<file path="config.mk">
export PLATFORM = sky130hd
export DESIGN_NAME = spm_mac
export DESIGN_NICKNAME = d
export VERILOG_FILES = /design/src/design/sample_playback_mixer_assert.svh /design/src/design/spm_mac.sv
export SDC_FILE = /design/constraint.sdc
export NUM_CORES = 1
export LEC_CHECK = 0
export BUFFER_PORTS_ARGS = -buffer_cell sky130_fd_sc_hd__buf_2
export CAP_MARGIN = 20
export CORE_MARGIN = 1
export CORE_UTILIZATION = 50
export DETAILED_ROUTE_END_ITERATION = 8
export GPL_ROUTABILITY_DRIVEN = 0
export PLACE_DENSITY = 0.8
export SLEW_MARGIN = 5
export SYNTH_ARGS = -nofsm -noshare
export SYNTH_HDL_FRONTEND = slang
export SYNTH_SLANG_ARGS = --single-unit
</file>
<file path="constraint.sdc">
create_clock -name clk_i -period 5.8 [get_ports clk_i]
set_input_delay 0.58 -clock clk_i [delete_from_list [all_inputs] [get_ports clk_i]]
set_output_delay 0.58 -clock clk_i [all_outputs]
set_load 0.03 [all_outputs]
</file>
<file path="src/design/sample_playback_mixer_assert.svh">
// Assertion macros for the sample playback mixer.
`ifndef SAMPLE_PLAYBACK_MIXER_ASSERT_SVH
`define SAMPLE_PLAYBACK_MIXER_ASSERT_SVH
`ifndef SYNTHESIS
`define SPM_ASSERT(label, clk, rst_n, prop, msg) \
  label: assert property (@(posedge clk) disable iff (!rst_n) prop) else $error(msg);
`define SPM_ASSERT_NEXT(label, clk, rst_n, ante, cons, msg) \
  label: assert property (@(posedge clk) disable iff (!rst_n) (ante) |=> (cons)) \
    else $error(msg);
`else
`define SPM_ASSERT(label, clk, rst_n, prop, msg)
`define SPM_ASSERT_NEXT(label, clk, rst_n, ante, cons, msg)
`endif
`endif

</file>
<file path="src/design/spm_mac.sv">
// ----------------------------------------------------------------------------
// spm_mac
// Shared multiplier: one product per cycle, registered.
// ----------------------------------------------------------------------------
module spm_mac #(
  parameter int unsigned AWidth = 18
) (
  input  logic                       clk_i,
  input  logic signed [AWidth-1:0]   a_i,
  input  logic signed [15:0]         b_i,
  output logic signed [AWidth+15:0]  p_o
);
  always_ff @(posedge clk_i) begin
    p_o <= a_i * b_i;
  end
endmodule
</file>
# ---- After elaboration in Yosys (flattened, before gate mapping)
# Index checks and enable logic that the tools add are counted.
dict set report word_totals {
  register_bits 34
  out_inout_bits 34
  in_bits 35
}
dict set report classes {
  n_mul 1
}
# cell count
set ops {}
lappend ops {{$mul 18x16->34} 1}

# ---- Depth between registers and ports, before layout
# Gate-level depths: netlist (run 1).
dict set report logic_depth {
  ltp_word 1
  depth_mapped 22
}

# ---- Worst setup path after synthesis (run 1)
# No wires, ideal clock.
dict set report synth_timing {
  path_kind {input-to-reg}
  from {input a_i[17]}
  to {register p_o[30]}
  arrival_time_ns 5.996
  path_slack_ns -0.319
  cell_stages 18
  path_buffers 2
  cell_sequence {clkbuf_1 nand2_1 inv_1 fa_1 fa_1 inv_1 fa_1 fa_1 inv_1 fa_1 fa_1 ha_1 clkbuf_1 a21o_1 a2111o_1 o21ai_0 mux2i_1 a311o_1}
}
dict set report synth_between {
  elab_chain_cells 1
}
# item line
set synth_lines {}
lappend synth_lines {{from (decl)} spm_mac.sv:9} ;# input logic signed [AWidth-1:0] a_i,
lappend synth_lines {{$mul 18x16->34} spm_mac.sv:14} ;# p_o <= a_i * b_i;
lappend synth_lines {{to (signal assigned)} spm_mac.sv:14}
lappend synth_lines {{to (decl)} spm_mac.sv:11} ;# output logic signed [AWidth+15:0] p_o
# Every way passes these cells.

# ---- Final worst setup path (run 1)
dict set report layout_timing {
  from {input b_i[12]}
  to {register p_o[30]}
}
dict set report layout_between {
  elab_chain_cells 1
}
# item line
set layout_lines {}
lappend layout_lines {{from (decl)} spm_mac.sv:10} ;# input logic signed [15:0] b_i,
lappend layout_lines {{$mul 18x16->34} spm_mac.sv:14}
# Every way passes these cells.

==> metrics, run 1 <==
placed cell areas 0.0137 mm^2; DRC 0; Top FF cell, synth dfxtp_1; hold-fix buffers at CTS 0; CP required 5.97 ns; Ports 69; share of cells above drive strength 1 19.0%; die area 0.0246 mm^2; maximum clock rate between 150 and 200 MHz; core area 0.0235 mm^2; IO buf count a little under 70; EDFF count, synth 0; Min Clock Period, post-route 5.70 ns; Mapped Area 0.0120 mm^2; total number of clock tree sinks 34; Unique masters post-synth 63; Critical Path Most Common Cell fa_1; placed cell count 1810; CP endpoint kind register; Clock Tree Root clkbuf_16; crit-path max FO 9; Final Non-Filler Cells 1820; largest register by flop count p_o; register area 681 um^2; gr usage total a little over a quarter; Syn Inst Count 1326; first-pass GRT wire length 49900 um; final setup violation count 0; Final ANT Viol Nets 0; max reg flops 34; Tightest Pin Transition roughly 0.44 ns; fin area 0.0141 mm^2; largest net degree at the start of global routing 19; Top Registers p_o: 34 flops; Hold Path Cell Cnt 2; Post-synth ARST share 0%; max incr delay on CP 0.60 ns; CTS H-Tree Depth 2; worst path cell trace buf_2 > nand2_1 > fa_1 > inv_1 > fa_1 > fa_2 > fa_2 > fa_1 > fa_1 > ha_4 > a21oi_1 > a21boi_1 > or3_4 > a221oi_4 > buf_6 > o31ai_1 > a311o_1; Hold Crit Class primary input to register; Die W 157 um; Multi-input gate area 0.0100 mm^2; Nets 1911; RSZ-0062 raised after global routing yes; Area Growth Syn to Fin 17.9%; die height 157 um; Max-Cap Viols 0; total CTS buffers 5; mean cell area of the mapped netlist 9.04 um^2; number of synthesis warnings 0; Slew HR 70.2%; n_diodes 0; DRT iter0 DRCs 447; Crit Path Class primary input to register; TritonCTS clock tree yes; Seq/Total Area, Yosys 5.68%; Synth Register Bits 34; Row Count 56; Final Max Tran Viols 0; Vias 9483; setup_tns 0 ns; Filler Cells Inserted 1929; CP max-delay cell fa_1; Vias/cell around 5.2; WP data arrival 5.87 ns; number of global-route vias before repair 10900; hold_ws 0.738 ns; Post-Route WL between 20000 and 30000 um; Hold Fails Final Rpt 0; Initial Utilization 51.1%; Max clock buf depth 2; top-area cell type share of the netlist area 48.4%; DR WL/cell 16.3 um; syn_nets 1737; CP Launch Type primary input; largest area contributor in the netlist fa_1; drt first pass iters 5; Final Cycle Share 98.3%; Synth area leaders fa_1 (48%), inv_1 (11%), ha_1 (9.0%); hpwl dp around 26000 um; antenna violations before repair 1; status completed; global route overflow 0; CTS clock-pin slew for the worst setup and hold paths 0.06 ns
-- critical path, delay by kind of cell --
family / cells / cell delay, ns
fa+ha+maj: 7 / 3.35
compound gates: 5 / 0.89
simple gates: 2 / 0.52
buf+inv: 3 / 0.51
-- stage by stage --
stage,setup slack (ns),utilization (%)
finish,0.0964,60.3
global route,-0.0221,60.3
CTS,0.0101,59.2
detailed placement,-0.393,58.3
global placement,-0.217,58.3
floorplan,0.000402,-
-- layout by cell type, fill, tap and decap left out, drive strengths merged, types with 2 or more instances in the layout --
cell type	Yosys	final
xor2	7	7
o31ai	3	3
nor3	10	10
nor2	43	43
o21ai	11	11
o21a	6	6
inv	343	343
or2	2	2
a211oi	7	7
nand2b	8	8
nand4	6	6
o211ai	4	4
a21o	13	13
nand2	165	165
a221oi	3	3
dfxtp	34	34
clkbuf	46	15
buf	8	212
o311ai	2	2
and3	2	2
ha	86	86
xnor2	20	20
nand3b	2	2
mux2i	4	4
o21bai	6	6
or3	2	2
or4	2	2
a21oi	28	28
nor2b	4	4
nand3	10	10
a221o	2	2
nor3b	2	2
a311oi	3	3
fa	290	290
and2	125	125
a21boi	2	2
-- per-layer routing --
layer	part of all wire (%)	global-route usage (%)
met5	0.037	0
met4	6.5	14.7
met3	4.8	3.60
met2	54	50.8
met1	35	27.3
-- path summary, 6_finish.rpt --
kind / from / to
worst max-delay path: b_i[12] / p_o[30]$_DFF_P_
worst min-delay path: b_i[0] / p_o[0]$_DFF_P_
-- Yosys cell counts (2+ instances only) --
| master | instances |
|---|---|
| o21ai_1 | 2 |
| a211oi_2 | 2 |
| o21ai_0 | 9 |
| a211oi_1 | 5 |
| o21bai_1 | 6 |
| mux2i_1 | 4 |
| a21o_1 | 13 |
| ha_1 | 86 |
| a311oi_1 | 3 |
| a21oi_1 | 28 |
| nand2b_1 | 8 |
| or4_1 | 2 |
| and3_1 | 2 |
| xnor2_1 | 20 |
| clkbuf_1 | 45 |
| o31ai_1 | 3 |
| o211ai_1 | 3 |
| fa_1 | 290 |
| xor2_1 | 7 |
| nand4_1 | 6 |
| o21a_1 | 6 |
| and2_1 | 125 |
| nand3b_1 | 2 |
| buf_2 | 5 |
| a221o_1 | 2 |
| nand3_1 | 10 |
| nor3b_1 | 2 |
| buf_1 | 2 |
| nor3_1 | 10 |
| nor2b_1 | 4 |
| dfxtp_1 | 34 |
| inv_1 | 343 |
| nor2_1 | 42 |
| o311ai_0 | 2 |
| nand2_1 | 165 |
-- final cells by class --
class,instances,share of cell area [%]
clock inverter,2,0.0885
timing repair buffer,221,11.2
inverter,343,9.10
sequential,34,4.81
multi-input combinational,895,71.0
clock buffer,6,0.982
tap,319,2.82
-- what timing repair did --
item / CTS / global route
pin swaps: 3 / 32
buffers inserted: 0 / 2
setup endpoints to repair: 2 / 14
gates resized for setup: 6 / 66
-- cells by family (layout without fill, tap and decap cells) --
| kind of cell | Yosys count | in the layout | share of synthesized area, % |
|---|---|---|---|
| DFF | 34 | 34 | 5.68 |
| AOI/OAI and AO/OA | 101 | 101 | 6.23 |
| muxes | 4 | 4 | 0.334 |
| and+or+nand+nor | 387 | 387 | 15.9 |
| adders and majority gates | 376 | 376 | 57.4 |
| buffers and inverters | 397 | 572 | 12.6 |
| xor gates and xnor gates | 27 | 27 | 1.97 |
Power of run 1 is left out: the tool's default activity adds up to more than one toggle a clock period on the data nets, which glitch-free logic cannot reach.
==> run 2: changes to the inputs <==
--- a/config.mk
+++ b/config.mk
@@ -5,6 +5,7 @@
 export SDC_FILE = /design/constraint.sdc
 export NUM_CORES = 1
 export LEC_CHECK = 0
+export ABC_AREA = 1
 export BUFFER_PORTS_ARGS = -buffer_cell sky130_fd_sc_hd__buf_2
 export CAP_MARGIN = 20
 export CORE_MARGIN = 1
==> metrics, run 2 <==
Post-synth ARST share 0% (unchanged); Final Cycle Share 94.2% (-4.1 points); largest net degree at the start of global routing 20 (+1); Unique masters post-synth 30 (-52%); CP endpoint kind register; CTS clock-pin slew for the worst setup and hold paths 0.06 ns (about the same); EDFF count, synth 0 (unchanged); total CTS buffers 5 (unchanged); Top FF cell, synth dfxtp_1; most common cell after layout, fill and taps aside inv_1; max reg flops 34 (unchanged); largest area contributor in the netlist fa_1; global route overflow 0 (unchanged); Max clock buf depth 2 (unchanged); Top Registers p_o: 34 flops; Synth Register Bits 34 (unchanged); die height 161 um (+2.5%); Max-Cap Viols 0 (unchanged); die area 0.0259 mm^2 (+5.1%); Nets 2098 (+9.8%); antenna violations before repair 1 (unchanged); Post-Route WL 29000 um (-2.1%); CP max-delay cell fa_1; total number of clock tree sinks 34 (unchanged); number of synthesis warnings 0 (unchanged); Setup Buffers After CTS 0 (unchanged); TritonCTS clock tree yes; Row Count 57 (+1.8%); DRC 0 (unchanged); Vias 10100 (+6.5%); Hold Crit Class primary input to register; Initial Utilization 51.4% (+0.33 points); Resize count post-CTS 0 (-6); largest register by flop count p_o; Seq/Total Area, Yosys 5.40% (-0.28 points); share of cells above drive strength 1 7.70% (-11 points); Synth area leaders fa_1 (46%), inv_1 (16%), nand2_1 (13%); Clock Tree Root clkbuf_16; hold-fix buffers at CTS 0 (unchanged); core area 0.0245 mm^2 (+4.5%); number of global-route vias before repair 11000 (+0.96%); setup_tns 0 ns (unchanged); crit-path max FO 18 (+9); top-area cell type share of the netlist area 46.0% (-2.4 points); WP data arrival 5.65 ns (-0.22 ns); final setup violation count 0 (unchanged); Tightest Pin Transition 0.411 ns (-0.0306 ns); Final Max Tran Viols 0 (unchanged); drt first pass iters 5 (unchanged); count leader, synth inv_1; max incr delay on CP 0.54 ns (-0.06 ns); synth cell count leaders inv_1 (529), nand2_1 (451), fa_1 (290); CP required 5.98 ns (about the same); Finished Core Util 55.0% (-5.3 points); Syn Inst Count 1651 (+25%); maximum clock rate 183 MHz (+4.4%); CTS H-Tree Depth 2 (unchanged); first-pass GRT wire length 50300 um (+0.73%); IO buf count 68 (unchanged); hold_ws 0.714 ns (-0.0236 ns); gr usage total 24.4% (-2.1 points); hpwl dp 25600 um (-0.61%); Area Growth Syn to Fin 6.87%; Final ANT Viol Nets 0 (unchanged); Setup WS post-layout 0.337 ns (+0.240 ns); syn_nets 2062 (+19%); DRT iter0 DRCs 689 (+54%); commonest cells after routing, fill and taps aside inv_1 (529), nand2_1 (451), fa_1 (289); Mapped Area 0.0126 mm^2 (+5.2%); mean cell area of the mapped netlist 7.64 um^2 (-16%); CP Launch Type primary input; Crit Path Class primary input to register; Min Clock Period, post-route 5.46 ns (-0.240 ns); Slew HR 72.6% (+2.4 points); Die W 161 um (+2.5%); Critical Path Most Common Cell nand2_1; Vias/cell 5.02 (-3.7%); Hold Fails Final Rpt 0 (unchanged); status completed; pre-CTS worst setup slack -0.0315 ns (+0.361 ns); RSZ-0062 raised after global routing no; Ports 69 (unchanged); DR WL/cell 14.4 um (-11%); worst path cell trace clkbuf_4 > nand2_1 > fa_1 > inv_1 > fa_2 > buf_4 > fa_1 > inv_1 > fa_1 > fa_1 > fa_1 > inv_1 > ha_1 > nand2_1 > nor2_1 > inv_1 > nor3_1 > nand2_1 > nand2_1 > a21oi_1 > nand2_1 > nand2_1
-- run 2: cell count changes after synthesis, sizes merged, moves of 13 or more --
cell | before | now
and2 | 125 | 4
clkbuf | 46 | 61
inv | 343 | 532
nand2 | 165 | 462
nand3 | 10 | 30
nor2 | 43 | 62
xnor2 | 20 | 3
xor2 | 7 | 20
-- run 2: cell type report --
class                   instances  area, um^2
fillers                      2281       11100
multi-input cells            1023        9710
inverters                     533        2000
flip-flops and latches         34         681
repair buffers                 90         523
well taps                     324         405
clock buffers                   7         133
clock inverters                 1        30.0
diodes                          1        2.50
-- run 2: kinds of logic (layout without fill, tap and decap cells) --
family | Yosys count | in the layout | synth area share (%)
flops | 34 | 34 | 5.40
fa+ha+maj | 376 | 376 | 54.6
xor+xnor | 23 | 23 | 1.60
other cells | 0 | 1 | 0
compound gates | 44 | 44 | 1.92
simple gates | 580 | 580 | 18.9
buf+inv | 594 | 631 | 17.7
-- run 2: worst paths after layout --
| path | start | end | slack, ns | depth (start not counted) |
|---|---|---|---|---|
| hold / removal | b_i[0] | p_o[0]$_DFF_P_ | 0.71 | 3 |
| setup / recovery | b_i[4] | p_o[33]$_DFF_P_ | 0.34 | 22 |
-- run 2: worst max-delay path, delay by kind of cell --
kind	cells	cell delay (ns)
buf+inv	6	0.77
compound gates	1	0.04
simple gates	8	0.94
fa+ha+maj	7	3.31
-- run 2: routing by layer --
metal	GRT usage [%]	vias up	part of all wire, %	routed length [um]
met4	10.7	0	4.7	1350
met3	1.83	105	4.9	1430
met1	28.4	5014	38	10900
met2	45.6	350	53	15300
met5	0	-	0	0
li1	-	4634	-	-
-- run 2: per-stage QoR --
stage          instances  instance area [um^2]
6_report            2013                 13500
5_1_grt             2013                 13500
4_1_cts             2012                 13500
3_5_place_dp        2004                 13300
3_3_place_gp        2004                 13300
2_1_floorplan       1651                 12600
Power of run 2 is left out for the same reason.
